===== src/rtl/core/cbf_pkg.sv =====
// Shared types, constants and helpers for the clipped rectangle fill/copy engine.
package cbf_pkg;

    localparam int SCREEN_WIDTH  = 1280;
    localparam int SCREEN_HEIGHT = 720;
    localparam int PIXEL_BYTES   = 2;
    localparam int PIX_SHIFT     = $clog2(PIXEL_BYTES);

    localparam int COORD_W    = 12;
    localparam int POS_W      = COORD_W + 2;
    localparam int SIZE_W     = 13;
    localparam int OFFSET_W   = 24;
    localparam int PITCH_W    = 14;
    localparam int COLOR_W    = 16;
    localparam int ADDR_W     = 25;
    localparam int PROD_W     = COORD_W + PITCH_W;
    localparam int CFG_DATA_W = 24;
    localparam int CFG_IDX_W  = 3;
    localparam int MID_DEPTH  = 2;
    localparam int OUT_DEPTH  = 2;

    typedef enum logic [CFG_IDX_W-1:0] {
        REG_DEST_X      = 3'd0,
        REG_DEST_Y      = 3'd1,
        REG_RECT_WIDTH  = 3'd2,
        REG_RECT_HEIGHT = 3'd3,
        REG_BASE_OFFSET = 3'd4,
        REG_LINE_PITCH  = 3'd5,
        REG_FILL_MODE   = 3'd6,
        REG_FILL_COLOR  = 3'd7
    } t_reg_idx;

    typedef struct packed {
        logic [COORD_W-1:0]  dest_x;
        logic [COORD_W-1:0]  dest_y;
        logic [SIZE_W-1:0]   rect_width;
        logic [SIZE_W-1:0]   rect_height;
        logic [OFFSET_W-1:0] base_offset;
        logic [PITCH_W-1:0]  line_pitch;
        logic                fill_mode;
        logic [COLOR_W-1:0]  fill_color;
    } t_cfg;

    // One classified pixel slot travelling from the front to the back.
    typedef struct packed {
        logic [COLOR_W-1:0] colour;
        logic [COORD_W-1:0] px;
        logic [COORD_W-1:0] py;
        logic               on_screen;
        logic               last;
    } t_slot;

    typedef struct packed {
        logic               write_enable;
        logic [ADDR_W-1:0]  write_address;
        logic [COLOR_W-1:0] write_data;
        logic               last_pixel;
    } t_result;

    // Last valid counter index for a rectangle size; zero acts as one,
    // anything above 4096 acts as 4096.
    function automatic logic [COORD_W-1:0] size_last(input logic [SIZE_W-1:0] size);
        logic [SIZE_W-1:0] dec;
        dec = size - SIZE_W'(1);
        if (size == '0) begin
            return '0;
        end else if (size > SIZE_W'(1 << COORD_W)) begin
            return '1;
        end else begin
            return dec[COORD_W-1:0];
        end
    endfunction

endpackage


===== src/rtl/core/cbf_fifo.sv =====
// Small flip-flop queue used between the engine stages and at the result side.
module cbf_fifo
    import cbf_pkg::*;
#(
    parameter int WIDTH = 8,
    parameter int DEPTH = 2
) (
    input  logic             i_clk,
    input  logic             i_rst_n,
    input  logic             i_push,
    input  logic [WIDTH-1:0] i_data,
    output logic             o_full,
    input  logic             i_pop,
    output logic [WIDTH-1:0] o_data,
    output logic             o_empty
);
    localparam int PTR_W = (DEPTH > 1) ? $clog2(DEPTH) : 1;
    localparam int CNT_W = $clog2(DEPTH + 1);

    logic [WIDTH-1:0] r_mem [DEPTH];
    logic [PTR_W-1:0] r_wr_ptr, r_rd_ptr;
    logic [CNT_W-1:0] r_count;
    logic             do_push, do_pop;

    assign o_full  = (r_count == CNT_W'(DEPTH));
    assign o_empty = (r_count == '0);
    assign do_push = i_push && !o_full;
    assign do_pop  = i_pop && !o_empty;
    assign o_data  = r_mem[r_rd_ptr];

    always_ff @(posedge i_clk) begin
        if (!i_rst_n) begin
            r_wr_ptr <= '0;
            r_rd_ptr <= '0;
            r_count  <= '0;
        end else begin
            if (do_push) begin
                r_wr_ptr <= (r_wr_ptr == PTR_W'(DEPTH - 1)) ? '0 : r_wr_ptr + PTR_W'(1);
            end
            if (do_pop) begin
                r_rd_ptr <= (r_rd_ptr == PTR_W'(DEPTH - 1)) ? '0 : r_rd_ptr + PTR_W'(1);
            end
            if (do_push && !do_pop) begin
                r_count <= r_count + CNT_W'(1);
            end else if (do_pop && !do_push) begin
                r_count <= r_count - CNT_W'(1);
            end
        end
    end

    always_ff @(posedge i_clk) begin
        if (do_push) begin
            r_mem[r_wr_ptr] <= i_data;
        end
    end

endmodule


===== src/rtl/core/cbf_front.sv =====
// Front end: slot counters, colour selection and screen clipping.
module cbf_front
    import cbf_pkg::*;
(
    input  logic               i_clk,
    input  logic               i_rst_n,
    input  t_cfg               i_cfg,
    input  logic               i_accept,
    input  logic [COLOR_W-1:0] i_source_pixel,
    output t_slot              o_slot
);
    logic [COORD_W-1:0] r_col, r_row, n_col, n_row;
    logic [COORD_W-1:0] w_last, h_last;
    logic               row_end, col_end;
    logic [POS_W-1:0]   px, py;

    assign w_last  = size_last(i_cfg.rect_width);
    assign h_last  = size_last(i_cfg.rect_height);
    assign row_end = (r_col >= w_last);
    assign col_end = (r_row >= h_last);

    // Sign-extended origin plus zero-extended counter; bit POS_W-1 is the sign.
    assign px = {{2{i_cfg.dest_x[COORD_W-1]}}, i_cfg.dest_x} + {2'b00, r_col};
    assign py = {{2{i_cfg.dest_y[COORD_W-1]}}, i_cfg.dest_y} + {2'b00, r_row};

    always_comb begin
        o_slot.colour    = i_cfg.fill_mode ? i_cfg.fill_color : i_source_pixel;
        o_slot.px        = px[COORD_W-1:0];
        o_slot.py        = py[COORD_W-1:0];
        o_slot.on_screen = !px[POS_W-1] && (px < POS_W'(SCREEN_WIDTH))
                        && !py[POS_W-1] && (py < POS_W'(SCREEN_HEIGHT));
        o_slot.last      = row_end && col_end;

        n_col = r_col;
        n_row = r_row;
        if (i_accept) begin
            if (row_end) begin
                n_col = '0;
                n_row = col_end ? '0 : r_row + COORD_W'(1);
            end else begin
                n_col = r_col + COORD_W'(1);
            end
        end
    end

    always_ff @(posedge i_clk) begin
        if (!i_rst_n) begin
            r_col <= '0;
            r_row <= '0;
        end else begin
            r_col <= n_col;
            r_row <= n_row;
        end
    end

endmodule


===== src/rtl/core/cbf_back.sv =====
// Back end: byte address generation with one registered product stage.
module cbf_back
    import cbf_pkg::*;
(
    input  logic                i_clk,
    input  logic                i_rst_n,
    input  logic [PITCH_W-1:0]  i_line_pitch,
    input  logic [OFFSET_W-1:0] i_base_offset,
    input  logic                i_valid,
    input  t_slot               i_slot,
    output logic                o_take,
    input  logic                i_out_full,
    output logic                o_res_valid,
    output t_result             o_res
);
    logic               r_valid;
    t_slot              r_slot;
    logic [ADDR_W-1:0]  r_prod;
    logic               advance;
    logic [ADDR_W-1:0]  sum;

    assign advance     = r_valid && !i_out_full;
    assign o_take      = i_valid && (!r_valid || advance);
    assign o_res_valid = advance;

    // Row term is registered; column and pan terms join it in the next cycle.
    assign sum = r_prod
               + (ADDR_W'(r_slot.px) << PIX_SHIFT)
               + ADDR_W'(i_base_offset);

    always_comb begin
        o_res.write_enable  = r_slot.on_screen && (r_slot.colour != '0);
        o_res.write_address = r_slot.on_screen ? sum : '0;
        o_res.write_data    = r_slot.colour;
        o_res.last_pixel    = r_slot.last;
    end

    always_ff @(posedge i_clk) begin
        if (!i_rst_n) begin
            r_valid <= 1'b0;
        end else if (o_take) begin
            r_valid <= 1'b1;
        end else if (advance) begin
            r_valid <= 1'b0;
        end
    end

    always_ff @(posedge i_clk) begin
        if (o_take) begin
            r_slot <= i_slot;
            r_prod <= ADDR_W'(PROD_W'(i_slot.py) * PROD_W'(i_line_pitch));
        end
    end

endmodule


===== src/rtl/core/clipped_rect_fill_blit.sv =====
// Top level of the clipped rectangle fill/copy engine for a 16-bit framebuffer.
//
//   Channel   Direction  Handshake             Payload
//   -------   ---------  --------------------  ----------------------------------------
//   config    in         i_cfg_we              i_cfg_index, i_cfg_data
//   pixel     in         push / full           i_source_pixel
//   write     out        empty / pop           o_write_enable, o_write_address,
//                                              o_write_data, o_last_pixel
//
// One request is taken every clock while full is low, and one write result leaves
// every clock while pop is held and empty is low; a result reaches the result ports
// after it has passed the middle queue, the registered row-times-pitch product and
// the result queue, and can be popped from then on.
// Reset is synchronous and active low; it loads the register defaults and zeroes
// the slot counters and all queues. A stall at the result side fills the result
// queue, then the back stage, then the middle queue, and only then raises full.
module clipped_rect_fill_blit
    import cbf_pkg::*;
(
    input  logic                  i_clk,
    input  logic                  i_rst_n,
    input  logic                  i_cfg_we,
    input  logic [CFG_IDX_W-1:0]  i_cfg_index,
    input  logic [CFG_DATA_W-1:0] i_cfg_data,
    input  logic                  push,
    output logic                  full,
    input  logic [COLOR_W-1:0]    i_source_pixel,
    output logic                  empty,
    input  logic                  pop,
    output logic                  o_write_enable,
    output logic [ADDR_W-1:0]     o_write_address,
    output logic [COLOR_W-1:0]    o_write_data,
    output logic                  o_last_pixel
);
    t_cfg    r_cfg;
    t_slot   front_slot, mid_slot;
    logic    mid_full, mid_empty, mid_take;
    logic    accept;
    logic    res_valid, out_full;
    t_result back_res, out_res;
    logic [$bits(t_slot)-1:0]   mid_rd_bits;
    logic [$bits(t_result)-1:0] out_rd_bits;

    // Register file. Writes must arrive only while the engine is idle, which the
    // block does not enforce. The front and back stages read them with no shadow copy.
    always_ff @(posedge i_clk) begin
        if (!i_rst_n) begin
            r_cfg.dest_x      <= '0;
            r_cfg.dest_y      <= '0;
            r_cfg.rect_width  <= SIZE_W'(1);
            r_cfg.rect_height <= SIZE_W'(1);
            r_cfg.base_offset <= '0;
            r_cfg.line_pitch  <= PITCH_W'(2560);
            r_cfg.fill_mode   <= 1'b1;
            r_cfg.fill_color  <= '0;
        end else if (i_cfg_we) begin
            case (t_reg_idx'(i_cfg_index))
                REG_DEST_X:      r_cfg.dest_x      <= i_cfg_data[COORD_W-1:0];
                REG_DEST_Y:      r_cfg.dest_y      <= i_cfg_data[COORD_W-1:0];
                REG_RECT_WIDTH:  r_cfg.rect_width  <= i_cfg_data[SIZE_W-1:0];
                REG_RECT_HEIGHT: r_cfg.rect_height <= i_cfg_data[SIZE_W-1:0];
                REG_BASE_OFFSET: r_cfg.base_offset <= i_cfg_data[OFFSET_W-1:0];
                REG_LINE_PITCH:  r_cfg.line_pitch  <= i_cfg_data[PITCH_W-1:0];
                REG_FILL_MODE:   r_cfg.fill_mode   <= i_cfg_data[0];
                REG_FILL_COLOR:  r_cfg.fill_color  <= i_cfg_data[COLOR_W-1:0];
                default: ;
            endcase
        end
    end

    // A request is taken whenever the middle queue has room.
    assign full   = mid_full;
    assign accept = push && !mid_full;

    // The front end classifies the slot in the accepting cycle and steps the
    // row-major counters.
    cbf_front u_front (
        .i_clk          (i_clk),
        .i_rst_n        (i_rst_n),
        .i_cfg          (r_cfg),
        .i_accept       (accept),
        .i_source_pixel (i_source_pixel),
        .o_slot         (front_slot)
    );

    // The middle queue decouples classification from address generation.
    cbf_fifo #(
        .WIDTH ($bits(t_slot)),
        .DEPTH (MID_DEPTH)
    ) u_mid_fifo (
        .i_clk   (i_clk),
        .i_rst_n (i_rst_n),
        .i_push  (accept),
        .i_data  (front_slot),
        .o_full  (mid_full),
        .i_pop   (mid_take),
        .o_data  (mid_rd_bits),
        .o_empty (mid_empty)
    );

    assign mid_slot = t_slot'(mid_rd_bits);

    // The back end forms the byte address and applies the colour key.
    cbf_back u_back (
        .i_clk         (i_clk),
        .i_rst_n       (i_rst_n),
        .i_line_pitch  (r_cfg.line_pitch),
        .i_base_offset (r_cfg.base_offset),
        .i_valid       (!mid_empty),
        .i_slot        (mid_slot),
        .o_take        (mid_take),
        .i_out_full    (out_full),
        .o_res_valid   (res_valid),
        .o_res         (back_res)
    );

    // Finished results wait here, so a stalled consumer does not block the back end
    // until the queue is full.
    cbf_fifo #(
        .WIDTH ($bits(t_result)),
        .DEPTH (OUT_DEPTH)
    ) u_out_fifo (
        .i_clk   (i_clk),
        .i_rst_n (i_rst_n),
        .i_push  (res_valid),
        .i_data  (back_res),
        .o_full  (out_full),
        .i_pop   (pop),
        .o_data  (out_rd_bits),
        .o_empty (empty)
    );

    assign out_res         = t_result'(out_rd_bits);
    assign o_write_enable  = out_res.write_enable;
    assign o_write_address = out_res.write_address;
    assign o_write_data    = out_res.write_data;
    assign o_last_pixel    = out_res.last_pixel;

endmodule


===== config.mk =====
export PLATFORM = sky130hd
export DESIGN_NAME = clipped_rect_fill_blit
export DESIGN_NICKNAME = d
export VERILOG_FILES = /design/src/rtl/core/cbf_pkg.sv /design/src/rtl/core/cbf_fifo.sv /design/src/rtl/core/cbf_front.sv /design/src/rtl/core/cbf_back.sv /design/src/rtl/core/clipped_rect_fill_blit.sv
export SDC_FILE = /design/constraint.sdc
export NUM_CORES = 1
export LEC_CHECK = 0
export ABC_AREA = 1
export BUFFER_PORTS_ARGS = -buffer_cell sky130_fd_sc_hd__buf_2
export CELL_PAD_IN_SITES_DETAIL_PLACEMENT = 0
export CELL_PAD_IN_SITES_GLOBAL_PLACEMENT = 1
export CORE_AREA = 2 2 205 288
export DETAILED_ROUTE_END_ITERATION = 8
export DIE_AREA = 0 0 207 290
export GPL_TIMING_DRIVEN = 0
export PLACE_DENSITY_LB_ADDON = 0.1
export SYNTH_ARGS = -nofsm -noshare
export SYNTH_HDL_FRONTEND = slang
export SYNTH_HIERARCHICAL = 1
export SYNTH_SLANG_ARGS = --single-unit

===== constraint.sdc =====
create_clock -name i_clk -period 16.4 [get_ports i_clk]
set_clock_uncertainty 0.05 [all_clocks]
set_input_delay 0.82 -clock i_clk [delete_from_list [all_inputs] [get_ports i_clk]]
set_output_delay 0.82 -clock i_clk [all_outputs]
set_load 0.005 [all_outputs]

==> results of run 1 <==
## Yosys cell counts, drive strengths merged
cell type	n	area [um2]
nor3	24	168
xnor2	13	114
fa	134	2680
buf	64	493
nand3	179	916
nor4	5	31.3
edfxtp	225	6760
a21boi	3	22.5
o31ai	1	7.51
dfxtp	140	2800
and3	1	6.26
nand4	25	175
o211a	1	10.0
a31oi	2	12.5
inv	483	1810
a21oi	82	410
o21ai	55	309
clkbuf	36	135
nor2	385	1500
nand2	762	2890
o22ai	1	6.26
xor2	31	272
ha	152	1900
nand3b	14	105
mux2	101	1440
o21a	2	15.0
a21o	4	30.0
o21bai	5	37.5
and2	5	33.8
or2	3	18.8
## final cells by class
type | count | share of cell area (%)
clock inverter | 23 | 0.863
timing repair buffer | 98 | 2.10
clock buffer | 51 | 3.87
inverter | 483 | 6.48
buffer | 100 | 2.24
tap | 742 | 3.32
sequential | 365 | 34.1
multi-input combinational | 1990 | 47.0
## layer usage
layer / track usage, % / up-vias / part of all wire [%]
li1: - / 9544 / -
met1: 25.0 / 9034 / 38
met2: 45.6 / 386 / 54
met3: 2.53 / 137 / 3.5
met4: 9.84 / 0 / 4.4
met5: 0 / - / 0
## kinds of logic (layout without fill, tap and decap cells)
logic type | Yosys count | after routing | synth area share, %
muxes | 101 | 101 | 5.73
AOI/OAI and AO/OA | 156 | 156 | 3.43
DFF | 365 | 365 | 38.1
buffers and inverters | 583 | 755 | 9.72
adders and majority gates | 286 | 286 | 18.3
and+or+nand+nor | 1403 | 1403 | 23.3
xor gates and xnor gates | 44 | 44 | 1.53
## sequential cells by signal (all words and copies together) (netlist names), named ones only
name / count
r_cfg: 105
u_back/o_res: 17
u_back/r_prod: 25
u_back/r_slot: 13
u_back/r_valid: 1
u_front/r_col: 12
u_front/r_row: 12
u_mid_fifo/r_count: 2
u_mid_fifo/r_mem: 84
u_mid_fifo/r_rd_ptr: 1
u_mid_fifo/r_wr_ptr: 1
u_out_fifo/r_count: 2
u_out_fifo/r_mem: 86
u_out_fifo/r_rd_ptr: 1
u_out_fifo/r_wr_ptr: 1
## power by group through the flow
stage | logic (mW) | clock network, mW | registers [mW]
2_1_floorplan | 1.58 | 0 | 1.37
3_3_place_gp | 2.24 | 0 | 1.42
3_5_place_dp | 2.30 | 0 | 1.41
4_1_cts | 2.31 | 0.933 | 1.39
5_1_grt | 2.57 | 0.965 | 1.40
6_report | 2.27 | 0.908 | 1.38
## per-stage QoR
stage | area (um2) | setup slack [ps]
finish | 28000 | 10100
global route | 28000 | 9850
CTS | 28000 | 10100
detailed placement | 26700 | 10120
global placement | 26500 | 9510
floorplan | 25100 | 11130
## cell usage in the layout, fill, tap and decap left out, types with 13 or more instances in the layout
master     count
dfxtp_1      140
fa_1         134
clkbuf_1      44
nand3b_1      14
xnor2_1       13
buf_12        13
edfxtp_1     225
mux2_4        80
a21oi_1       81
buf_2        118
mux2_2        21
nor2_2        16
xor2_1        31
o21ai_0       44
buf_4         20
ha_1         152
nand3_1      175
nor2_1       363
nand2_1      755
clkbuf_16     41
inv_1        475
nor3_1        17
nand4_1       22
## critical path: cells and delay by family, from the launching register on
| family | cells | cell delay [ps] |
|---|---|---|
| adders and majority gates | 6 | 3010 |
| and+or+nand+nor | 7 | 1210 |
| buffers and inverters | 7 | 1220 |
| muxes | 1 | 230 |
| DFF | 1 | 330 |
## worst min-delay path by stage
| stage | from | to | cells past startpoint |
|---|---|---|---|
| floorplan | r_cfg[16] | r_cfg[16] | 2 |
| global placement | u_back/r_valid | u_back/r_valid | 2 |
| detailed placement | r_cfg[13] | r_cfg[13] | 2 |
| CTS | r_cfg[15] | r_cfg[15] | 2 |
| global route | r_cfg[11] | r_cfg[11] | 2 |
| finish | r_cfg[15] | r_cfg[15] | 2 |
==> results.py, run 1 <==
metrics = {
    "layout": {
        "insertedDiodeCount": 0,
        "stdcell_count": 3852,
        "drive_gt1_share_pct": 12.1,
        "nets": 3412,
        "finalCoreUtilization_pct": 48.9,
        "fill_cells": 5612,
        "seq_area_mm2": 0.00956,
        "syn_to_final_growth_pct": 11.5,
        "multi_input_area_mm2": 0.0132,
    },
    "sta": {
        "tightest_slew_ps": 883,
        "fin_crit_sh_pct": 38.4,
        "setup_viol": 0,
        "drv_slew": 0,
        "timing.fmax_mhz": 159,
        "whs_ps": 430,
        "final.setup.tns_ps": 0,
        "relSlewSlack_pct": 41.1,
        "period_needed_ps": 6300,
        "rsz0062_at_grt": "false",
        "finalHoldViolations": 0,
    },
    "detailed_routing": {
        "drc_errors": 0,
        "route.detailed.wl_per_inst_um": 18.1,
        "drtPass1Iterations": 5,
        "antenna_left": 0,
        "vias_per_cell": 4.96,
        "num_vias": 19100,
        "drtIter0Drc": 809,
        "drt_wl_total_um": 69600,
    },
    "clocking": {
        "clk_latency_ps": 570,
        "clockBufferDepth": 3,
        "clock-root-buffer": "clkbuf_16",
        "cts_resized": 0,
        "h-tree-depth": 2,
        "cts.sinks": 365,
        "clkTransAtPathRegs_ps": 60,
        "cts_setup_buffers": 0,
        "cts_buffers": 40,
        "cts_hold_buf": 0,
        "cts_tree": "done",
    },
    "critical_path": {
        "critical_path.cell_chain": "buf_6 > buf_12 > mux2_4 > clkbuf_1 > nand2_1 > fa_1 > inv_1 > fa_1 > fa_1 > fa_1 > inv_1 > fa_1 > inv_1 > ha_1 > nand2_1 > inv_1 > nand2_1 > nor3_1 > nand3_1 > nand4_1 > nand2_1",
        "crit_arrival_ps": 6560,
        "crit_type": "reg -> reg",
        "max_stage_delay_ps": 620,
        "rr_endpoint": "u_back/r_prod[21]",
        "r2r_cells": 21,
        "path_max_fanout": 10,
        "r2r_slack_ps": 10100,
        "crit_end": "u_back/r_prod[21]",
        "cpMostUsedCell": "fa_1",
        "worstSetupEndpointType": "flop",
        "crit_slowest_cell": "clkbuf_1",
        "cp-start-kind": "flop",
        "required_ps": 16660,
    },
    "synthesis": {
        "synthCells": 2938,
        "synth_seq_cells": 365,
        "synth_area_mm2": 0.0251,
        "yosys_warnings": 6,
        "postSynthAreaPerCell_um2": 8.55,
        "synth_nets": 3272,
        "synth_sequential_area_ratio_pct": 38.1,
        "synth.distinct_cells": 50,
    },
    "global_routing": {
        "grt_pass1_vias": 19900,
        "track_usage_pct": 23.3,
        "grt.overflow.total": 0,
        "grt_max_degree": 32,
        "antenna_found_initial": 0,
        "grt_pass1_wl_um": 109000,
    },
    "die": {
        "coreArea_mm2": 0.0573,
        "die-area_mm2": 0.0600,
        "start_util_pct": 43.9,
        "rows": 104,
        "ios": 93,
        "die_h_um": 290,
        "die_x_um": 207,
    },
    "placement": {
        "gp_congestion": 0.885,
        "numPortBuffers": 92,
        "hpwl_um": 56200,
        "dp_cells": 3778,
    },
    "min_path": {
        "hp-class": "reg -> reg",
    },
    "job": {
        "maxCapViolCount": 0,
    },
    "pwr": {
        "netSwitchingPower_mw": 1.91,
        "leakage_nw": 13.6,
        "seqPwrFrac_pct": 30.3,
        "p_sw_share_pct": 42.0,
        "vdd_drop_max_uv": 72.0,
        "p_clk_share_pct": 19.9,
        "finalPower_mw": 4.56,
        "pwr_density_cell_mw_per_mm2": 163,
        "internal-power_mw": 2.65,
        "combPwrFrac_pct": 49.8,
    },
    "status": {
        "outcome": "finished clean",
    },
}
No activity file was read; power rests on OpenSTA's default activity.
==> run 2, diff against run 1 <==
Clock period 16.4 ns to 5.8 ns, I/O delays scaled along.
==> results.py, run 2 (same netlist as run 1, synthesis figures left out) <==
metrics = {
    "clocking": {
        "clk_latency_ps": 570,
        "cts.sinks": 365,
        "h-tree-depth": 2,
        "cts_tree": "done",
        "cts_buffers": 40,
        "clock-root-buffer": "clkbuf_16",
        "clockBufferDepth": 3,
        "clkTransAtPathRegs_ps": 70,
    },
    "detailed_routing": {
        "drt_wl_total_um": 69300,
        "drc_errors": 0,
        "top_layer_used": "met4",
        "met2WireLength_um": 37700,
        "routed-wl-met3_um": 2290,
        "vias_per_cell": 4.94,
        "antenna_left": 0,
        "route.detailed.wl_per_inst_um": 18.0,
        "wl_met1_um": 26200,
        "drtPass1Iterations": 6,
        "drtIter0Drc": 840,
        "num_vias": 19100,
    },
    "die": {
        "die_h_um": 290,
        "die_x_um": 207,
        "ios": 93,
        "die-area_mm2": 0.0600,
        "start_util_pct": 43.9,
        "coreArea_mm2": 0.0573,
        "rows": 104,
    },
    "critical_path": {
        "critical_path.cell_chain": "buf_6 > buf_12 > mux2_4 > nand2_1 > inv_1 > fa_1 > fa_1 > fa_1 > fa_1 > inv_1 > fa_1 > inv_1 > ha_1 > a21o_1 > a21oi_2 > nor2_1 > nor2_1 > nand2_1 > nand2_1 > nand2_1",
        "cpMostUsedCell": "fa_1",
        "worstSetupEndpointType": "flop",
        "path_max_fanout": 10,
        "max_stage_delay_ps": 540,
        "cp-start-kind": "flop",
        "crit_buf_inv": 5,
        "crit_type": "reg -> reg",
        "crit_arrival_ps": 5810,
        "crit_slowest_cell": "fa_1",
        "crit_family": "adder cells",
        "required_ps": 6070,
    },
    "layout": {
        "fill_cells": 5595,
        "largestRegisters": "r_cfg x105, u_out_fifo/r_mem x86, u_mid_fifo/r_mem x84",
        "insertedDiodeCount": 0,
        "largest_register": "r_cfg",
        "nets": 3422,
        "final_common_cell": "nand2_1",
        "largest_reg_flops": 105,
        "drive_gt1_share_pct": 12.4,
        "syn_to_final_growth_pct": 12.3,
        "layout_common_cells": "755 x nand2_1, 475 x inv_1, 362 x nor2_1",
    },
    "min_path": {
        "hp-class": "in -> reg",
    },
    "sta": {
        "relSlewSlack_pct": 41.8,
        "setup_ws_ps": 268,
        "period_needed_ps": 5530,
        "fin_crit_sh_pct": 95.4,
        "tightest_slew_ps": 872,
        "setup_viol": 0,
        "drv_slew": 0,
        "finalHoldViolations": 0,
        "rsz0062_at_grt": "true",
        "timing.fmax_mhz": 181,
    },
    "global_routing": {
        "grt_pass1_wl_um": 108000,
        "grt.overflow.total": 0,
        "antenna_found_initial": 0,
        "grt_max_degree": 32,
        "grt_pass1_vias": 19900,
        "track_usage_pct": 23.2,
    },
    "placement": {
        "preCtsSetupSlack_ps": -476,
        "hpwl_um": 56200,
        "numPortBuffers": 92,
        "gp_congestion": 0.885,
    },
    "job": {
        "maxCapViolCount": 0,
    },
    "pwr": {
        "leakage_nw": 13.6,
        "pwr_density_cell_mw_per_mm2": 460,
        "finalPower_mw": 13.0,
        "vdd_drop_max_uv": 203,
    },
    "status": {
        "outcome": "finished clean",
    },
}
run 2: cell types whose count changed in the layout (fill, tap and decap cells not counted), sizes merged:
cell	previous run	this run
buf	162	164
dlygate4sd3	0	17
clkbuf	87	78
run 2: worst paths after layout:
| kind | from | endpoint | slack (ps) | cells after the start |
|---|---|---|---|---|
| hold reg to reg | r_cfg[15] | r_cfg[15] | 430 | 2 |
| hold / removal | i_cfg_data[23] | r_cfg[54] | 30 | 4 |
| setup reg to reg | flop | u_back/r_prod[19] | 270 | 20 |
| setup / recovery | flop | u_back/r_prod[19] | 270 | 20 |
run 2: layer usage:
layer  global-route usage, %  vias up
li1                        -     9553
met1                    25.0     9028
met5                       0        -
met2                    45.4      359
met4                    9.74        0
met3                    2.46      137
run 2: repair_timing:
| action | CTS | global route |
|---|---|---|
| setup endpoints to repair | 12 | 10 |
| endpoints found under the hold margin | 26 | 0 |
| hold buffers | 17 | 0 |
| buffers inserted | 0 | 1 |
| resized for setup | 6 | 12 |
| cloned | 0 | 0 |
run 2: stage by stage:
step           hold WS [ps]  util [%]  instance area (um2)  std cells  TNS (ps)
4_1_cts               0.313      49.2                28200       3861         0
5_1_grt                10.2      49.2                28200       3862     -21.0
6_report               26.2      49.2                28200       3862         0
2_1_floorplan           353         -                25100       2938         0
3_3_place_gp            414      46.3                26500       3772     -8890
3_5_place_dp            422      46.6                26700       3778     -2500
run 2: cell type report:
type	count	area, um2	share of cell area, %
Clock inverter	23	241	0.856
Inverter	483	1810	6.43
Clock buffer	51	1080	3.84
Multi-Input combinational cell	1990	13200	46.8
Timing Repair Buffer	116	766	2.72
Tap cell	742	928	3.29
Sequential cell	365	9560	33.9
Buffer	92	606	2.15
run 2: worst min-delay path, delay by kind of cell:
| family | cells | cell delay [ps] |
|---|---|---|
| simple gates | 3 | 230 |
| buf+inv | 1 | 70 |
run 2: power breakdown:
group,internal (mW),switching [mW],leakage (nW)
combinational,2.39,4.11,9.71
sequential,3.65,0.261,3.27
clock,1.48,1.09,0.648
==> run 3, diff against run 2 <==
Settings changed: BUFFER_PORTS_ARGS -buffer_cell sky130_fd_sc_hd__buf_2 to unset, DONT_BUFFER_PORTS set to 1, REMOVE_ABC_BUFFERS set to 1.
==> results.py, run 3 (same netlist as run 1, synthesis figures left out) <==
metrics = {
    "die": {
        "coreArea_mm2": 0.0573,
        "rows": 104,
        "die_h_um": 290,
        "die_x_um": 207,
        "start_util_pct": 43.9,
        "ios": 93,
        "die-area_mm2": 0.0600,
    },
    "detailed_routing": {
        "num_vias": 18200,
        "route.detailed.wl_per_inst_um": 17.1,
        "drc_errors": 0,
        "drtIter0Drc": 870,
        "antenna_left": 0,
        "drtPass1Iterations": 5,
        "vias_per_cell": 4.92,
        "drt_wl_total_um": 63200,
    },
    "layout": {
        "largest_register": "r_cfg",
        "layout_common_cells": "755 x nand2_1, 474 x inv_1, 361 x nor2_1",
        "drive_gt1_share_pct": 8.37,
        "insertedDiodeCount": 0,
        "largest_reg_flops": 105,
        "nets": 3267,
        "stdcell_count": 3706,
        "largestRegisters": "r_cfg x105, u_out_fifo/r_mem x86, u_mid_fifo/r_mem x84",
        "syn_to_final_growth_pct": 9.52,
        "final_common_cell": "nand2_1",
    },
    "critical_path": {
        "crit_end": "u_back/r_prod[24]",
        "path_max_fanout": 14,
        "crit_arrival_ps": 5750,
        "crit_type": "reg -> reg",
        "cp-start-kind": "flop",
        "r2r_slack_ps": 330,
        "r2r_cells": 19,
        "required_ps": 6080,
        "worstSetupEndpointType": "flop",
        "rr_endpoint": "u_back/r_prod[24]",
    },
    "clocking": {
        "h-tree-depth": 2,
        "cts_buffers": 39,
        "cts_resized": 0,
        "clock-root-buffer": "clkbuf_16",
        "clkTransAtPathRegs_ps": 60,
        "clockBufferDepth": 3,
        "clk_latency_ps": 580,
        "cts.sinks": 365,
        "cts_tree": "done",
    },
    "pwr": {
        "vdd_drop_max_uv": 200,
        "finalPower_mw": 12.5,
        "pwr_density_cell_mw_per_mm2": 453,
        "leakage_nw": 13.1,
    },
    "sta": {
        "drv_slew": 0,
        "fin_crit_sh_pct": 94.4,
        "tightest_slew_ps": 1350,
        "period_needed_ps": 5470,
        "finalHoldViolations": 0,
        "relSlewSlack_pct": 10.0,
        "setup_viol": 0,
        "rsz0062_at_grt": "false",
        "timing.fmax_mhz": 183,
    },
    "global_routing": {
        "antenna_found_initial": 0,
        "grt_pass1_vias": 18500,
        "grt.overflow.total": 0,
        "track_usage_pct": 21.1,
        "grt_pass1_wl_um": 100000,
        "grt_max_degree": 122,
    },
    "job": {
        "maxCapViolCount": 0,
    },
    "placement": {
        "dp_cells": 3589,
        "gp_congestion": 0.849,
        "numPortBuffers": 0,
        "hpwl_um": 47400,
    },
    "min_path": {
        "hold_depth": 5,
        "hp-class": "in -> reg",
    },
    "status": {
        "outcome": "finished clean",
    },
}
==> run 3: changes by cell type in the layout (fill, tap and decap cells not counted), moves of 8 or more <==
cell / change
buf_4: -15
buf_2: -118
dlygate4sd3_1: +19
clkbuf_1: -31
buf_1: -8
==> run 3: what timing repair did <==
| action | CTS | global route |
|---|---|---|
| hold buffers | 37 | 0 |
| hold endpoints to repair | 161 | 0 |
| pin swaps | 0 | 0 |
| endpoints found under the setup margin | 10 | 8 |
| setup buffers | 1 | 7 |
==> run 3: report_power, final <==
| part | total (mW) | switching, mW | internal (mW) |
|---|---|---|---|
| Sequential | 3.97 | 0.316 | 3.65 |
| Clock | 2.65 | 1.11 | 1.54 |
| Combinational | 5.84 | 3.71 | 2.14 |
==> run 3: worst min path at each step <==
| stage | start | end | slack (ps) |
|---|---|---|---|
| after global placement | i_cfg_data[0] | r_cfg[68] | 360 |
| after floorplan | i_rst_n | r_cfg[68] | 320 |
| after detailed placement | i_rst_n | r_cfg[16] | 370 |
| after global routing | i_cfg_data[0] | r_cfg[0] | 40 |
| after CTS | i_cfg_data[0] | r_cfg[0] | 4 |
| final | i_cfg_we | r_cfg[68] | 40 |
==> run 3: metal layers <==
metal / GRT usage [%] / up-vias / share of wire (%)
li1: - / 9238 / -
met1: 24.3 / 8606 / 41
met2: 39.3 / 312 / 52
met3: 3.16 / 84 / 3.8
met4: 7.67 / 0 / 3.3
met5: 0 / - / 0
==> run 3: final cells by class <==
cell class / count / area [um2]
clock buffer: 43 / 991
clock inverter: 29 / 372
fill: 5547 / 29800
inverter: 483 / 1810
multi-input combinational: 1990 / 13200
sequential: 365 / 9560
tap: 742 / 928
timing repair buffer: 54 / 661
==> run 3: per-stage QoR <==
stage	cell area, um2	TNS [ps]	setup WS (ps)	utilization (%)	hold slack (ps)
floorplan	24500	-6140	-516	-	325
global placement	25400	-27300	-1750	44.4	362
detailed placement	25700	-1170	-190	44.8	374
CTS	27400	0	93.0	47.9	4.27
global route	27500	0	8.82	48.0	37.3
finish	27500	0	326	48.0	41.6
==> run 3: worst max-delay path, stage by stage (launching register included) <==
cell and delay, ps:
dfxtp_4 500, buf_4 160, mux2_4 310, nand2_1 120, fa_1 550, inv_1 50
fa_1 520, fa_1 450, fa_1 550, inv_1 60, fa_1 560, inv_1 60
ha_1 370, a21oi_1 210, a21boi_0 210, nand3_1 200, nand2_1 130, nand2_1 60
nand2_1 50, nand2_1 50
